## config.mk

```make
export PLATFORM = sky130hd
export DESIGN_NAME = mtis_front
export DESIGN_NICKNAME = d
export VERILOG_FILES = /design/src/sv/mtis_pkg.sv /design/src/sv/mtis_front.sv
export SDC_FILE = /design/constraint.sdc
export NUM_CORES = 1
export LEC_CHECK = 0
export BUFFER_PORTS_ARGS = -buffer_cell sky130_fd_sc_hd__clkbuf_2
export CELL_PAD_IN_SITES_DETAIL_PLACEMENT = 1
export CELL_PAD_IN_SITES_GLOBAL_PLACEMENT = 1
export CORE_AREA = 3 3 212 214
export DETAILED_ROUTE_END_ITERATION = 10
export DIE_AREA = 0 0 215 217
export PLACE_DENSITY = 0.68
export SLEW_MARGIN = 20
export SYNTH_ARGS = -nofsm -noshare
export SYNTH_HDL_FRONTEND = slang
export SYNTH_SLANG_ARGS = --single-unit
```

## constraint.sdc

```tcl
create_clock -name vclk -period 9.1
set_input_delay 1.365 -clock vclk [all_inputs]
set_output_delay 1.365 -clock vclk [all_outputs]
set_load 0.05 [all_outputs]
```

## src/sv/mtis_pkg.sv

```systemverilog
// ---------------------------------------------------------------------------
// mtis_pkg
// Shared types, operation codes and helpers for the intercept solver.
// ---------------------------------------------------------------------------
package mtis_pkg;

   // depth of the queue between front and back
   localparam int MTIS_QUEUE_DEPTH = 4;

   // shared arithmetic unit operations
   typedef logic [1:0] op_type;
   localparam op_type OP_MUL  = 2'd0;
   localparam op_type OP_DIV  = 2'd1;
   localparam op_type OP_SQRT = 2'd2;

   // rounded quotients clamp to this magnitude
   localparam logic [127:0] DIV_LIMIT = 128'h0000_0000_0000_0000_4000_0000_0000_0000;

   // request to the arithmetic unit
   typedef struct packed {
      logic         go;
      op_type       op;
      logic [127:0] a;
      logic [63:0]  b;
   } ar_req_type;

   // answer from the arithmetic unit
   typedef struct packed {
      logic         done;
      logic [127:0] res;
   } ar_rsp_type;

   // one classified query
   typedef struct packed {
      logic               special;
      logic signed [31:0] sx;
      logic signed [31:0] sy;
      logic signed [32:0] d;
      logic signed [32:0] e;
      logic signed [32:0] r;
      logic signed [32:0] j;
      logic [23:0]        v1;
      logic [23:0]        v2;
      logic [30:0]        dly;
   } entry_type;

   // saturate to the signed 32 bit range
   function automatic logic signed [31:0] sat32(input logic signed [63:0] v);
      if (v > 64'sd2147483647) begin
         return 32'sh7fffffff;
      end else if (v < -64'sd2147483648) begin
         return 32'sh80000000;
      end else begin
         return v[31:0];
      end
   endfunction

endpackage

```

## src/sv/mtis_front.sv

```systemverilog
// ---------------------------------------------------------------------------
// mtis_front
// Accepts queries, forms the path and shooter offsets, flags trivial cases.
// ---------------------------------------------------------------------------
module mtis_front import mtis_pkg::*; (
   input  logic               start,
   output logic               busy,
   input  logic signed [31:0] req_target_start_x,
   input  logic signed [31:0] req_target_start_y,
   input  logic signed [31:0] req_target_end_x,
   input  logic signed [31:0] req_target_end_y,
   input  logic [23:0]        req_target_speed,
   input  logic               req_target_speed_infinite,
   input  logic signed [31:0] req_shooter_x,
   input  logic signed [31:0] req_shooter_y,
   input  logic [23:0]        req_missile_speed,
   input  logic               req_missile_speed_infinite,
   input  logic [30:0]        req_launch_delay,
   input  logic               q_full,
   output logic               push,
   output entry_type          entry
);

   // offsets and classification
   always_comb begin
      entry.sx  = req_target_start_x;
      entry.sy  = req_target_start_y;
      entry.d   = 33'(req_target_end_x) - 33'(req_target_start_x);
      entry.e   = 33'(req_target_end_y) - 33'(req_target_start_y);
      entry.r   = 33'(req_shooter_x) - 33'(req_target_start_x);
      entry.j   = 33'(req_shooter_y) - 33'(req_target_start_y);
      entry.v1  = req_target_speed;
      entry.v2  = req_missile_speed;
      entry.dly = req_launch_delay;
      entry.special = req_target_speed_infinite | req_missile_speed_infinite
                    | ((entry.d == '0) && (entry.e == '0));
   end

   assign busy = q_full;
   assign push = start & ~q_full;

endmodule

```

==> summary.txt <==
status = complete, no violations
Max-slew headroom = 48.8%
top-count cell post-synth = buf_4
Final #Nets = 1,779
TNS Setup = 0 ps
WS Path Type = in -> out
drt initial violations = 323
IO Port Bufs = 395
layout clock buffer count = 0
# fillers = 5,444
I/O pin count = 553
RSZ-0062 raised after global routing = no
Hold Buf Count CTS = 0
Leak = 5.05 nW
per-cell routed wire length = 18.4 um
num rows = 76
post-synth cell types = 80
drt drc = 0
seq_cells = 0
largest net degree at the start of global routing = 10
post-route ant nets = 0
overall power = 1.28 mW
required time of the worst setup path = 7740 ps
Worst VDD drop = 0.0632 mV
vias in the first global route = 9,382
first-pass GRT wire length = 54,200 um
Post-Syn Area = 7870 sq um
final setup violation count = 0
crit path to = entry[275]
crit path DAT = 5520 ps
grt ovf = 0
Via density = 4.52
Die Wd = 215 um
crit-path max FO = 4
worst hold path class = in -> out
vias = 8,853
Synth area leaders = ha_1 20%, buf_4 14%, xnor2_1 7.6%
crit path capture type = output pin
Detailed Routing Iterations Pass 1 = 4
Syn Area/Cell = 6.98 sq um
DRT Wirelength = 36,000 um
register area share after synthesis = 0%
Synth area leader = ha_1
Post-Syn Instances = 1,128
final worst path period share = 75.7%
Post-synth top cells = 145 x buf_4, 128 x ha_1, 102 x inv_1, 99 x a21oi_1, 85 x nor2_1
Max Freq = 145 MHz
DPL Wire Length = 33,500 um
max-slew violations = 0
core area = 43,100 sq um
footprint of the multi-input gates = 6370 sq um
post-CTS setup buffer count = 0
Worst setup startpoint = req_target_start_y[2]
Worst-Margin Slew = 748 ps
power density over the cells = 135 nW/um^2
GRT Util Overall = 14.5%
die area = 46,700 sq um
initial antenna violation count = 5
max-cap violations = 0
Post-Syn Nets = 1,535
Startpoint Class = input port
Reg area = 0 sq um
area grow syn2layout = 20.3%
initial core utilization = 18.3%
post_cts resized = 0
Final Hold Viols = 0
Die Y = 217 um
yosys warns = 0
top-area cell type share of the netlist area = 20.3%
layout cells sized above 1 = 31.2%
GPL Wtd Cong = 0.882
Final Critical Period = 6890 ps
critical path: stages:
cell	delay, ps
clkbuf_2	100
inv_1	70
ha_1	350
nor2b_1	160
o311ai_1	520
a2bb2oi_2	190
a31oi_1	430
xnor2_1	210
or3_1	370
nor4_1	440
and4b_1	330
and4b_1	250
nand4b_1	120
o31ai_2	280
clkbuf_2	330
cell families (layout without fill, tap and decap cells):
kind of cell	count (synthesis)	count (layout)	synth area share [%]
AOI/OAI and AO/OA	338	338	28.7
and+or+nand+nor	300	300	19.4
buffers and inverters	255	497	19.1
adders and majority gates	132	132	21.4
xor gates and xnor gates	100	100	11.1
muxes	3	3	0.397
other	0	2	0
metrics by stage:
stage | std cells | utilization [%] | setup slack [ps] | hold slack, ps | cell area [sq um]
2_1_floorplan | 1128 | - | 2560 | 2900 | 7870
3_3_place_gp | 1955 | 22.0 | 2080 | 2730 | 9460
3_5_place_dp | 1955 | 22.0 | 2120 | 2730 | 9460
4_1_cts | 1955 | 22.0 | 2120 | 2730 | 9460
5_1_grt | 1956 | 22.0 | 1940 | 2730 | 9470
6_report | 1957 | 22.0 | 2210 | 2730 | 9470
area by class of cell:
class	instances	area share, %
multi-input cells	873	67.3
repair buffers	395	20.9
well taps	585	7.73
inverters	102	4.04
diodes	2	0.0529
cell usage in the layout (no fill, tap or decap), types with 3 or more instances in the layout:
cell	netlist	final
a2111oi_0	4	4
a211oi_1	16	16
a21boi_0	7	7
a21o_1	52	52
a21oi_1	99	99
a31o_2	7	7
a31oi_1	12	12
and2_1	3	3
and3_1	20	20
and4_1	3	3
clkbuf_2	0	395
fa_1	4	4
ha_1	128	128
inv_1	102	102
nand2_1	54	54
nand2b_1	15	15
nand3_1	21	21
nand4_1	5	5
nor2_1	85	85
nor2b_1	22	22
nor3_1	30	30
nor3b_1	3	3
nor4_1	7	7
o211ai_1	7	7
o21a_1	24	24
o21ai_0	50	50
o21bai_1	6	6
o311ai_1	3	3
o31a_1	6	6
o31ai_1	7	7
or2_2	5	5
or3_1	7	7
or4_1	4	4
xnor2_1	68	68
xor2_1	32	32
layer usage:
metal | routed length, um | vias to the layer above | share of wire [%] | GRT usage, %
li1 | - | 4375 | - | -
met1 | 15300 | 4199 | 43 | 17.4
met2 | 18200 | 235 | 51 | 27.3
met3 | 1790 | 38 | 5.0 | 2.65
met4 | 665 | 6 | 1.8 | 2.38
met5 | 34 | - | 0.094 | 0
how the worst min path moves through the flow:
stage / from / cells after the start / endpoint / slack, ps
5_1_grt: req_launch_delay[23] / 0 / entry[23] / 2730
3_5_place_dp: req_launch_delay[12] / 0 / entry[12] / 2730
2_1_floorplan: q_full / 1 / busy / 2900
6_report: req_launch_delay[10] / 0 / entry[10] / 2730
4_1_cts: req_launch_delay[12] / 0 / entry[12] / 2730
3_3_place_gp: req_launch_delay[12] / 0 / entry[12] / 2730
power breakdown:
part | switching (mW) | total, mW | internal [mW]
logic | 0.936 | 1.28 | 0.341
clock network | 0 | 0.0000000295 | 0.0000000294
registers | 0 | 0 | 0
total | 0.936 | 1.28 | 0.341
Power figures use the tool's default switching activity.
