==> config.mk <==
export PLATFORM = sky130hd
export DESIGN_NAME = mtis_fifo
export DESIGN_NICKNAME = d
export VERILOG_FILES = /design/src/sv/mtis_pkg.sv /design/src/sv/mtis_fifo.sv
export SDC_FILE = /design/constraint.sdc
export NUM_CORES = 1
export LEC_CHECK = 0
export BUFFER_PORTS_ARGS = -buffer_cell sky130_fd_sc_hd__buf_2
export CAP_MARGIN = 20
export CORE_AREA = 5 5 326 328
export CTS_BUF_LIST = sky130_fd_sc_hd__clkbuf_2 sky130_fd_sc_hd__clkbuf_4 sky130_fd_sc_hd__clkbuf_8
export DETAILED_ROUTE_END_ITERATION = 8
export DIE_AREA = 0 0 331 333
export RECOVER_POWER = 50
export SLEW_MARGIN = 20
export SYNTH_ARGS = -nofsm -noshare
export SYNTH_HDL_FRONTEND = slang
export SYNTH_SLANG_ARGS = --single-unit
export TNS_END_PERCENT = 1
==> constraint.sdc <==
create_clock -name clock -period 8.9 [get_ports clock]
set_input_delay 0.89 -clock clock [delete_from_list [all_inputs] [get_ports clock]]
set_output_delay 0.89 -clock clock [all_outputs]
set_load 0.1 [all_outputs]
==> src/sv/mtis_pkg.sv <==
// ---------------------------------------------------------------------------
// mtis_pkg
// Shared types, operation codes and helpers for the intercept solver.
// ---------------------------------------------------------------------------
package mtis_pkg;

   // depth of the queue between front and back
   localparam int MTIS_QUEUE_DEPTH = 4;

   // shared arithmetic unit operations
   typedef logic [1:0] op_type;
   localparam op_type OP_MUL  = 2'd0;
   localparam op_type OP_DIV  = 2'd1;
   localparam op_type OP_SQRT = 2'd2;

   // rounded quotients clamp to this magnitude
   localparam logic [127:0] DIV_LIMIT = 128'h0000_0000_0000_0000_4000_0000_0000_0000;

   // request to the arithmetic unit
   typedef struct packed {
      logic         go;
      op_type       op;
      logic [127:0] a;
      logic [63:0]  b;
   } ar_req_type;

   // answer from the arithmetic unit
   typedef struct packed {
      logic         done;
      logic [127:0] res;
   } ar_rsp_type;

   // one classified query
   typedef struct packed {
      logic               special;
      logic signed [31:0] sx;
      logic signed [31:0] sy;
      logic signed [32:0] d;
      logic signed [32:0] e;
      logic signed [32:0] r;
      logic signed [32:0] j;
      logic [23:0]        v1;
      logic [23:0]        v2;
      logic [30:0]        dly;
   } entry_type;

   // saturate to the signed 32 bit range
   function automatic logic signed [31:0] sat32(input logic signed [63:0] v);
      if (v > 64'sd2147483647) begin
         return 32'sh7fffffff;
      end else if (v < -64'sd2147483648) begin
         return 32'sh80000000;
      end else begin
         return v[31:0];
      end
   endfunction

endpackage

==> src/sv/mtis_fifo.sv <==
// ---------------------------------------------------------------------------
// mtis_fifo
// Small register queue of classified queries between front and back.
// ---------------------------------------------------------------------------
module mtis_fifo import mtis_pkg::*; #(
   parameter int DEPTH = MTIS_QUEUE_DEPTH
) (
   input  logic      clock,
   input  logic      reset,
   input  logic      push,
   input  entry_type wr_data,
   input  logic      pop,
   output entry_type rd_data,
   output logic      full,
   output logic      empty
);

   localparam int AW = (DEPTH > 1) ? $clog2(DEPTH) : 1;
   localparam int CW = $clog2(DEPTH + 1);

   entry_type       mem_ff [DEPTH];
   logic [AW-1:0]   wr_ptr_ff, wr_ptr_in;
   logic [AW-1:0]   rd_ptr_ff, rd_ptr_in;
   logic [CW-1:0]   cnt_ff, cnt_in;

   // pointer and fill bookkeeping
   always_comb begin
      wr_ptr_in = wr_ptr_ff;
      rd_ptr_in = rd_ptr_ff;
      cnt_in    = cnt_ff;
      if (push) begin
         wr_ptr_in = (wr_ptr_ff == AW'(DEPTH - 1)) ? '0 : wr_ptr_ff + AW'(1);
      end
      if (pop) begin
         rd_ptr_in = (rd_ptr_ff == AW'(DEPTH - 1)) ? '0 : rd_ptr_ff + AW'(1);
      end
      case ({push, pop})
         2'b10:   cnt_in = cnt_ff + CW'(1);
         2'b01:   cnt_in = cnt_ff - CW'(1);
         default: cnt_in = cnt_ff;
      endcase
   end

   always_ff @(posedge clock) begin
      if (reset) begin
         wr_ptr_ff <= '0;
         rd_ptr_ff <= '0;
         cnt_ff    <= '0;
      end else begin
         wr_ptr_ff <= wr_ptr_in;
         rd_ptr_ff <= rd_ptr_in;
         cnt_ff    <= cnt_in;
      end
   end

   // entry storage
   always_ff @(posedge clock) begin
      if (push) mem_ff[wr_ptr_ff] <= wr_data;
   end

   assign rd_data = mem_ff[rd_ptr_ff];
   assign full    = (cnt_ff == CW'(DEPTH));
   assign empty   = (cnt_ff == '0);

endmodule

==> qor.txt <==
Post-synthesis xor/xnor area fraction - 0.000430
DRC violations left - 0
Simple-gate share of the synthesized area - 0.00206
Reg2reg setup slack - 3.70 ns
Rows - 118
# IOs - 558
Buffer count from post-CTS setup fixing - 0
Die extent in y - 333 µm
Yosys cell types - 21
Layout Utilization - 0.469
Drt via density - 4.96
All-Layer GR Usage - 0.150
Routed WL - 84400 µm
HP Start - wr_data[218]
Crit-path max cell delay - 2.72 ns
Congestion Overflow GR - 0
Clock Path Buffers - 3
H-Tree Depth - 4
CP Max Fanout - 131
Syn nets - 1777
Max cap viols - 5
Reg area - 33300 µm²
Sequential area share after synthesis - 0.817
Vias in the first global route - 19600
Worst r2r src - wr_ptr_ff[0]
Synth cell count leaders - edfxtp_1 (1104), mux4_2 (150), mux4_1 (126)
Hold Buf Count CTS - 0
Final #Nets - 2467
Slowest CP cell - clkbuf_2
Primary FF master, synth - edfxtp_1
TritonCTS Sinks - 1113
Worst setup margin - 3.70 ns
Peak VDD IR - 205 µV
Leading area contributor after synthesis - edfxtp_1
Die W - 331 µm
Clock root cell - clkbuf_8
RR Endpoint - mem_ff[2][103]
Syn avg cell area - 27.4 µm²
Post_cts resized - 0
FFs w/ async S/R, synth - 0
Initial antenna violation count - 21
Global-route wire length before repair - 124000 µm
DIE AREA - 110000 µm²
Core footprint - 103000 µm²
Post-synth EDFFs - 1104
Actual transition at the worst max-transition pin - 3.98 ns
Worst-case reg-to-reg path depth - 4
PwrDens - 256 nW/µm²
RSZ-0062 raised after global routing - false
TritonCTS Buffers - 179
CTS clock-pin slew for the worst setup and hold paths - 0.06 ns
FMAX - 192 MHz
Final period utilization - 0.584
Slew HR - -1.65
Hold path depth - 1
Fin cells - 3714
WL/cell - 22.7 µm
Footprint of the multi-input gates - 6930 µm²
Multiplexer share of the synthesized area - 0.165
Count of input and output buffers - 557
Outcome - finished with violations
Synth Area in Compound Gates - 0.000614
Failing checks - capacitance limit, slew limit
Worst Hold Class - in -> reg
Post-route ant nets - 0
Sum Neg Setup Slack - 0 ns
Leak - 0.0157 µW
Synth Instances - 1490
Worst setup SP type - flip-flop
Main combinational cell family by area after synthesis - multiplexers
Mapped cell area - 40800 µm²
Layout cells sized above 1 - 0.314
Drt first pass iters - 5
Largest net degree at the start of global routing - 137
Post-synthesis adder-cell area fraction - 0.00233
Crit. Startpoint - wr_ptr_ff[0]
Worst hold endpoint - mem_ff[3][218]
Final slew viol count - 348
Final setup violation count - 0
Yosys warns - 0
Clock insertion delay at the later pin of the skew report - 0.82 ns
Total power - 12400 µW
Initial core utilization - 0.396
Place WS - 4.76 ns
Cell count after placement - 3379
Crit path DAT - 5.51 ns
Fill cells - 8642
Top-area cell type share of the netlist area - 0.813
Placer Congestion - 0.730
Critical path class - reg -> reg
Critical path data required time - 9.20 ns
Max Clock Skew - 0.0359 ns
Area added between synthesis and finish - 18.4%
Flops & latches, synth - 1113
Initial detailed-routing violation count - 928
Dominant cells by area after synthesis - edfxtp_1 (81%), mux4_2 (8.3%), mux4_1 (8.1%)
Count leader, synth - edfxtp_1
Routed vias - 18400
Hpwl dp - 50400 µm
CP cell instances - inv_1 > ha_1 > and2_0 > clkbuf_2
Crit path capture type - flip-flop
Final hold violations - 0
CTS tree - done
Post-route minimum period - 5.20 ns
placed cells by master, fill, tap and decap left out, drive strengths merged:
| master | netlist | final |
|---|---|---|
| xor2 | 2 | 2 |
| o21ai | 1 | 1 |
| nor3 | 1 | 1 |
| dfxtp | 9 | 9 |
| edfxtp | 1104 | 1104 |
| clkinv | 0 | 73 |
| mux2i | 2 | 2 |
| a21oi | 4 | 4 |
| and2 | 4 | 4 |
| ha | 6 | 6 |
| diode | 0 | 10 |
| clkinvlp | 0 | 3 |
| clkbuf | 5 | 516 |
| nor2 | 7 | 7 |
| or3 | 1 | 1 |
| fa | 1 | 1 |
| inv | 7 | 11 |
| bufinv | 0 | 8 |
| nor3b | 2 | 2 |
| and3 | 1 | 1 |
| mux4 | 276 | 276 |
| buf | 57 | 292 |
per-layer routing:
metal	wire (µm)	vias up	global-route usage
met5	171	-	0
met4	1770	24	0.0455
met3	9470	155	0.0727
met2	40600	652	0.236
met1	32400	9545	0.184
li1	-	8047	-
cells by family (layout without fill, tap and decap cells):
| family | count (synthesis) | count (layout) |
|---|---|---|
| other | 0 | 10 |
| muxes | 278 | 278 |
| buffers and inverters | 69 | 903 |
| and+or+nand+nor | 16 | 16 |
| xor gates and xnor gates | 2 | 2 |
| adders and majority gates | 7 | 7 |
| DFF | 1113 | 1113 |
| AOI/OAI and AO/OA | 5 | 5 |
registers in the layout, indices dropped and copies added, names as in the netlist, named ones only:
| register | cells |
|---|---|
| cnt_ff | 3 |
| mem_ff | 1104 |
| rd_ptr_ff | 2 |
| wr_ptr_ff | 2 |
where the power goes:
part / switching [µW] / internal, µW / total [µW]
clock network: 1920 / 2380 / 4300
logic: 1650 / 373 / 2020
registers: 46.9 / 6000 / 6040
total: 3620 / 8750 / 12400
final cells by class:
| type | instances | share of cell area |
|---|---|---|
| inverters | 7 | 0.000544 |
| clock inverters | 88 | 0.0132 |
| repair buffers | 571 | 0.0550 |
| multi-input cells | 308 | 0.144 |
| diodes | 10 | 0.000518 |
| flip-flops and latches | 1113 | 0.691 |
| well taps | 1380 | 0.0358 |
| clock buffers | 237 | 0.0606 |
worst max-delay path: cells and delay by family, from the launching register on:
kind,cells,cell delay [ns]
flip-flops,1,0.35
AND/OR/NAND/NOR,1,1.01
buffers and inverters,2,2.83
adder cells (fa/ha/maj),1,0.16
worst max path at each step:
stage,endpoint,slack [ns]
finish,mem_ff[2][103],3.70
global route,mem_ff[2][40],3.32
CTS,rd_data[132],3.86
detailed placement,rd_data[132],4.76
global placement,rd_data[132],4.79
floorplan,mem_ff[0][0],1.11
per-stage QoR:
| stage | hold slack, ns | area (µm²) |
|---|---|---|
| 5_1_grt | 0.246 | 48200 |
| 6_report | 0.322 | 48300 |
| 2_1_floorplan | 0.461 | 40800 |
| 3_3_place_gp | 0.477 | 45100 |
| 3_5_place_dp | 0.531 | 45100 |
| 4_1_cts | 0.161 | 48600 |
No activity file was read; power rests on OpenSTA's default activity.
