### config.mk
export PLATFORM = sky130hd
export DESIGN_NAME = mtis_arith
export DESIGN_NICKNAME = d
export VERILOG_FILES = /design/src/sv/mtis_pkg.sv /design/src/sv/mtis_arith.sv
export SDC_FILE = /design/constraint.sdc
export NUM_CORES = 2
export LEC_CHECK = 0
export BUFFER_PORTS_ARGS = -buffer_cell sky130_fd_sc_hd__buf_2
export CAP_MARGIN = 20
export CORE_MARGIN = 1
export CORE_UTILIZATION = 54
export DETAILED_ROUTE_END_ITERATION = 16
export PLACE_DENSITY = 0.7
export REMOVE_ABC_BUFFERS = 1
export SLEW_MARGIN = 20
export SYNTH_ARGS = -nofsm -noshare
export SYNTH_HDL_FRONTEND = slang
export SYNTH_SLANG_ARGS = --single-unit
### constraint.sdc
create_clock -name clock -period 14 [get_ports clock]
set_input_delay 1.4 -clock clock [delete_from_list [all_inputs] [get_ports clock]]
set_output_delay 1.4 -clock clock [all_outputs]
set_load 0.01 [all_outputs]
### src/sv/mtis_pkg.sv
// ---------------------------------------------------------------------------
// mtis_pkg
// Shared types, operation codes and helpers for the intercept solver.
// ---------------------------------------------------------------------------
package mtis_pkg;

   // depth of the queue between front and back
   localparam int MTIS_QUEUE_DEPTH = 4;

   // shared arithmetic unit operations
   typedef logic [1:0] op_type;
   localparam op_type OP_MUL  = 2'd0;
   localparam op_type OP_DIV  = 2'd1;
   localparam op_type OP_SQRT = 2'd2;

   // rounded quotients clamp to this magnitude
   localparam logic [127:0] DIV_LIMIT = 128'h0000_0000_0000_0000_4000_0000_0000_0000;

   // request to the arithmetic unit
   typedef struct packed {
      logic         go;
      op_type       op;
      logic [127:0] a;
      logic [63:0]  b;
   } ar_req_type;

   // answer from the arithmetic unit
   typedef struct packed {
      logic         done;
      logic [127:0] res;
   } ar_rsp_type;

   // one classified query
   typedef struct packed {
      logic               special;
      logic signed [31:0] sx;
      logic signed [31:0] sy;
      logic signed [32:0] d;
      logic signed [32:0] e;
      logic signed [32:0] r;
      logic signed [32:0] j;
      logic [23:0]        v1;
      logic [23:0]        v2;
      logic [30:0]        dly;
   } entry_type;

   // saturate to the signed 32 bit range
   function automatic logic signed [31:0] sat32(input logic signed [63:0] v);
      if (v > 64'sd2147483647) begin
         return 32'sh7fffffff;
      end else if (v < -64'sd2147483648) begin
         return 32'sh80000000;
      end else begin
         return v[31:0];
      end
   endfunction

endpackage

### src/sv/mtis_arith.sv
// ---------------------------------------------------------------------------
// mtis_arith
// Shared iterative unit: shift-add multiply, restoring divide, bitwise root.
// ---------------------------------------------------------------------------
module mtis_arith import mtis_pkg::*; (
   input  logic       clock,
   input  logic       reset,
   input  ar_req_type req,
   output ar_rsp_type rsp
);

   logic         busy_ff, busy_in;
   logic         done_ff, done_in;
   op_type       op_ff, op_in;
   logic [6:0]   cnt_ff, cnt_in;
   logic [127:0] acc_ff, acc_in;
   logic [127:0] a_ff, a_in;
   logic [63:0]  b_ff, b_in;
   logic [67:0]  rem_ff, rem_in;
   logic [64:0]  dsh;
   logic [67:0]  rsh;
   logic [67:0]  trial;
   logic         last;

   // one step of the selected operation per cycle
   always_comb begin
      busy_in = busy_ff;
      done_in = 1'b0;
      op_in   = op_ff;
      cnt_in  = cnt_ff;
      acc_in  = acc_ff;
      a_in    = a_ff;
      b_in    = b_ff;
      rem_in  = rem_ff;
      dsh     = '0;
      rsh     = '0;
      trial   = '0;
      last    = (cnt_ff == 7'd0);
      if (req.go) begin
         busy_in = 1'b1;
         op_in   = req.op;
         a_in    = req.a;
         b_in    = req.b;
         acc_in  = '0;
         rem_in  = '0;
         cnt_in  = (req.op == OP_SQRT) ? 7'd63 : 7'd127;
      end else if (busy_ff) begin
         unique case (op_ff)
            OP_MUL: begin
               if (b_ff == '0) begin
                  busy_in = 1'b0;
                  done_in = 1'b1;
               end else begin
                  if (b_ff[0]) acc_in = acc_ff + a_ff;
                  a_in = {a_ff[126:0], 1'b0};
                  b_in = {1'b0, b_ff[63:1]};
               end
            end
            OP_DIV: begin
               dsh = {rem_ff[63:0], a_ff[127]};
               if (dsh >= {1'b0, b_ff}) begin
                  rem_in = {3'b0, dsh - {1'b0, b_ff}};
                  acc_in = {acc_ff[126:0], 1'b1};
               end else begin
                  rem_in = {3'b0, dsh};
                  acc_in = {acc_ff[126:0], 1'b0};
               end
               a_in = {a_ff[126:0], 1'b0};
               if (last) begin
                  busy_in = 1'b0;
                  done_in = 1'b1;
               end else begin
                  cnt_in = cnt_ff - 7'd1;
               end
            end
            OP_SQRT: begin
               rsh   = {rem_ff[65:0], a_ff[127:126]};
               trial = {2'b0, acc_ff[63:0], 2'b01};
               if (rsh >= trial) begin
                  rem_in = rsh - trial;
                  acc_in = {acc_ff[126:0], 1'b1};
               end else begin
                  rem_in = rsh;
                  acc_in = {acc_ff[126:0], 1'b0};
               end
               a_in = {a_ff[125:0], 2'b00};
               if (last) begin
                  busy_in = 1'b0;
                  done_in = 1'b1;
               end else begin
                  cnt_in = cnt_ff - 7'd1;
               end
            end
            default: begin
               busy_in = 1'b0;
               done_in = 1'b1;
            end
         endcase
      end
   end

   // control registers
   always_ff @(posedge clock) begin
      if (reset) begin
         busy_ff <= 1'b0;
         done_ff <= 1'b0;
      end else begin
         busy_ff <= busy_in;
         done_ff <= done_in;
      end
   end

   // datapath registers
   always_ff @(posedge clock) begin
      op_ff  <= op_in;
      cnt_ff <= cnt_in;
      acc_ff <= acc_in;
      a_ff   <= a_in;
      b_ff   <= b_in;
      rem_ff <= rem_in;
   end

   assign rsp.done = done_ff;
   assign rsp.res  = acc_ff;

endmodule

==> summary.md <==
| Metric | Value |
|---|---|
| Synth Area in XOR/XNOR | 5.801% |
| Final number of setup-violating endpoints | 0 |
| Complex-gate fraction of the synthesized area | 29.88% |
| Number of buffers added on ports | 325 |
| Run status | finished clean |
| Path type of the worst min-delay path | reg2reg |
| Post-synth top flop | sky130_fd_sc_hd__edfxtp_1 |
| Class of the most critical setup path | reg2reg |
| Sequential group share of total power | 31.1% |
| Worst Hold Path EP | rem_ff[65] |
| Cells on Worst Hold Path | 2 |
| Register area share after synthesis | 28.07% |
| Post-Synthesis Mean Instance Area | 7.678 um2 |
| Combinational family with the most area after synthesis | compound AO/OA/AOI/OAI gates |
| Total leakage power | 0.01631 uW |
| End of the worst register-to-register path | rem_ff[16] |
| Ratio of final minimum period to clock period | 37.13% |
| Critical Path Start Type | flop |
| Remaining routing DRC violations | 0 |
| Peak per-stage delay on the critical path | 0.80 ns |
| First-pass GRT wire length | 197,100 um |
| Row Count | 93 |
| Die W | 258.3 um |
| # H-tree levels | 2 |
| Synthesized netlist cell count | 4,621 |
| Crit Reg-Reg Startpoint | a_ff[127] |
| EDFF count, synth | 201 |
| Number of global-route vias before repair | 33,320 |
| Power density cells | 122.2 mW/mm2 |
| Relative contribution of combinational cells to total power | 39.6% |
| Worst supply voltage drop on vdd | 0.0001084 V |
| Family of cells with the greatest summed delay on the critical path | compound AO/OA/AOI/OAI gates |
| Req. time, crit path | 14.43 ns |
| Number of buffers inserted during clock tree synthesis | 50 |
| Total setup buffers inserted after CTS | 0 |
| Post-DRT Antenna Nets | 0 |
| RSZ-0062 raised after global routing | no |
| Slack of the worst reg-to-reg path | 8.80 ns |
| Multi-input logic area | 0.02366 mm2 |
| Startpoint of the worst hold path | rem_ff[65] |
| Fraction of the mapped netlist area in simple logic gates | 17.49% |
| Cell breakdown of the critical path | inv_1, ha_1, nor2b_1, o21bai_1, a211oi_1, o311ai_1, a21oi_1, o21ai_1, a31oi_1, nor2_4, buf_4, o21ai_0, o211ai_1, a21oi_1 |
| Resize count post-CTS | 0 |
| Most prevalent standard cell on the critical path | sky130_fd_sc_hd__a21oi_1 |
| DIE AREA | 0.06673 mm2 |
| Internal power | 2855 uW |
| Maximum Capacitance Violations | 0 |
| Relative contribution of the clock network to total power | 29.3% |
| Total routing resource utilization after global routing | 37.67% |
| Commonest non-fill, non-tap cells in the layout | sky130_fd_sc_hd__nand2_1, sky130_fd_sc_hd__o21ai_0, sky130_fd_sc_hd__a21oi_1 |
| Number of vias after detailed routing | 36,210 |
| Worst Reg-to-Reg Cells | 14 |
| Maximum buffer depth of the clock tree | 3 |
| Worst clock skew | 0.03532 ns |
| Fin Setup TNS | 0 ns |
| Fin. Hold Viols | 0 |
| Final worst path period need | 5.198 ns |
| Largest fanout of any net on the critical path | 118 |
| Number of buffers and inverters on the critical path | 2 |
| Vias per Instance | 6.431 |
| HPWL after detailed placement | 99,640 um |
| Root Driver | sky130_fd_sc_hd__clkbuf_16 |
| Number of antenna violations at the first check in global routing | 0 |
| DRC violation total after the first TritonRoute iteration | 4,077 |
| Total number of nets in the final design | 5,197 |
| Reg clk slew, reported paths | 0.06 ns |
| Share of layout cells above drive strength 1 | 10.20% |
| Total area of sequential cells | 0.009960 mm2 |
| Post-synthesis to final-layout area growth | 10.12% |
| Reported net switching power | 1919 uW |
| Yosys warns | 0 |
| Most frequent standard cell in the layout excluding fill and tap cells | sky130_fd_sc_hd__nand2_1 |
| Clock insertion delay at the later pin of the skew report | 0.63 ns |
| Cell type of the slowest stage on the worst timing path | sky130_fd_sc_hd__buf_4 |
| Count of pins over their slew limit | 0 |
| Flops & latches, synth | 397 |
| Fillers | 6,159 |
| Kind of end point of the critical path | flop |
| Final critical-path setup slack | 8.802 ns |
| Pin count of the biggest net entering global routing | 119 |
| Core area | 0.06470 mm2 |
| Setup Slack @ Placement | 9.025 ns |
| Mapped cell area | 0.03548 mm2 |
| Final weighted congestion in routability-driven placement | 1.009 |
| GR Overflow Total | 0 |
| Diodes inserted | 0 |
| Worst slew slack as a fraction of its limit | 23.34% |
| Pre-antenna DRT Iters | 6 |
| F_max | 192.4 MHz |
| Ports placed on the boundary | 326 |
| Mean routed wirelength per cell | 23.13 um |
| Fraction of synthesis flops using an asynchronous set or reset pin | 0% |
| Synthesized-area fraction occupied by adder cells | 9.422% |
| Count of hold-fix buffers inserted at cts | 0 |
| Initial standard-cell utilization of the core | 54.84% |
| TritonCTS Sinks | 397 |
| Final wirelength | 130,200 um |
| Switching share of total power | 40.19% |
| Die Ht | 258.3 um |
| Tightest Pin Transition | 1.149 ns |
| Clock tree from TritonCTS | built |
| Critical Path AT | 5.63 ns |
| Distinct cell type count of the synthesized netlist | 91 |
| Multiplexer area fraction after synthesis | 3.904% |
==> per-layer routing <==
layer | track usage [%] | share of wire (%)
met1 | 52.61 | 43
met2 | 58.84 | 44
met3 | 4.998 | 8.4
met4 | 14.73 | 4.2
met5 | 0 | 0
==> worst min-delay path: stages (launching register included) <==
cell and delay (ns):
sky130_fd_sc_hd__dfxtp_1 0.33, sky130_fd_sc_hd__nand2_1 0.06, sky130_fd_sc_hd__a21oi_1 0.05
==> power groups by stage <==
stage,registers [uW],clock network (uW),logic [uW]
after floorplan,1470,0,1310
after global placement,1500,0,1840
after detailed placement,1500,0,1840
after CTS,1480,1410,1850
after global routing,1500,1450,2050
final,1480,1400,1890
==> worst max-delay path by stage <==
stage | start | endpoint | slack [ns] | cells past startpoint
6_report | a_ff[127] | rem_ff[16] | 8.80 | 14
5_1_grt | a_ff[127] | rem_ff[6] | 8.48 | 14
4_1_cts | a_ff[127] | rem_ff[16] | 8.99 | 14
3_5_place_dp | a_ff[127] | rem_ff[16] | 9.02 | 14
3_3_place_gp | a_ff[127] | rem_ff[12] | 9.10 | 14
2_1_floorplan | op_ff[0] | rem_ff[61] | 4.18 | 6
==> cells in the mapped netlist (28+ instances only) <==
cell / n / area share [%]
sky130_fd_sc_hd__a211oi_1: 91 / 1.9
sky130_fd_sc_hd__a21o_1: 120 / 2.5
sky130_fd_sc_hd__a21oi_1: 478 / 6.7
sky130_fd_sc_hd__a221oi_1: 28 / 0.69
sky130_fd_sc_hd__a22oi_1: 37 / 0.78
sky130_fd_sc_hd__a31oi_1: 43 / 0.76
sky130_fd_sc_hd__clkbuf_1: 254 / 2.7
sky130_fd_sc_hd__dfxtp_1: 196 / 11
sky130_fd_sc_hd__edfxtp_1: 201 / 17
sky130_fd_sc_hd__ha_1: 264 / 9.3
sky130_fd_sc_hd__inv_1: 209 / 2.2
sky130_fd_sc_hd__mux2i_1: 135 / 3.8
sky130_fd_sc_hd__nand2_1: 641 / 6.8
sky130_fd_sc_hd__nand3_1: 68 / 0.96
sky130_fd_sc_hd__nand4_1: 107 / 1.9
sky130_fd_sc_hd__nor2_1: 281 / 3.0
sky130_fd_sc_hd__nor2b_1: 37 / 0.65
sky130_fd_sc_hd__nor3_1: 63 / 0.89
sky130_fd_sc_hd__nor4_1: 47 / 0.83
sky130_fd_sc_hd__o211ai_1: 96 / 2.0
sky130_fd_sc_hd__o21ai_0: 502 / 7.1
sky130_fd_sc_hd__o21bai_1: 60 / 1.3
sky130_fd_sc_hd__xnor2_1: 151 / 3.7
sky130_fd_sc_hd__xor2_1: 84 / 2.1
==> sequential cells by signal (all words and copies together) (netlist names) <==
register	flops
a_ff	128
b_ff	64
busy_ff	1
op_ff	2
cnt_ff	7
rem_ff	66
done_ff	1
acc_ff	128
==> through the flow <==
step | instance area (um2) | util [%] | hold slack [ns] | cells | power (uW)
2_1_floorplan | 34340 | - | 0.4408 | 4325 | 2777
3_3_place_gp | 37360 | 57.74 | 0.4630 | 5537 | 3343
3_5_place_dp | 37360 | 57.74 | 0.4719 | 5537 | 3340
4_1_cts | 39070 | 60.39 | 0.4845 | 5630 | 4735
5_1_grt | 39070 | 60.39 | 0.5022 | 5630 | 5000
6_report | 39070 | 60.39 | 0.4877 | 5630 | 4774
==> cell families after synthesis <==
kind of cell / after synthesis
multiplexers: 138
flip-flops: 397
AND/OR/NAND/NOR: 1374
AO/OA/AOI/OAI: 1705
buffers and inverters: 506
XOR/XNOR: 235
adder cells (fa/ha/maj): 266
==> area by class of cell <==
| cell class | instances | area share (%) |
|---|---|---|
| sequential | 397 | 25.49 |
| clock buffer | 66 | 3.487 |
| clock inverter | 27 | 0.9062 |
| tap | 855 | 2.738 |
| timing repair buffer | 357 | 4.803 |
| multi-input combinational | 3718 | 60.56 |
| inverter | 210 | 2.017 |
Note: power is estimated with default switching activity, not from simulation.
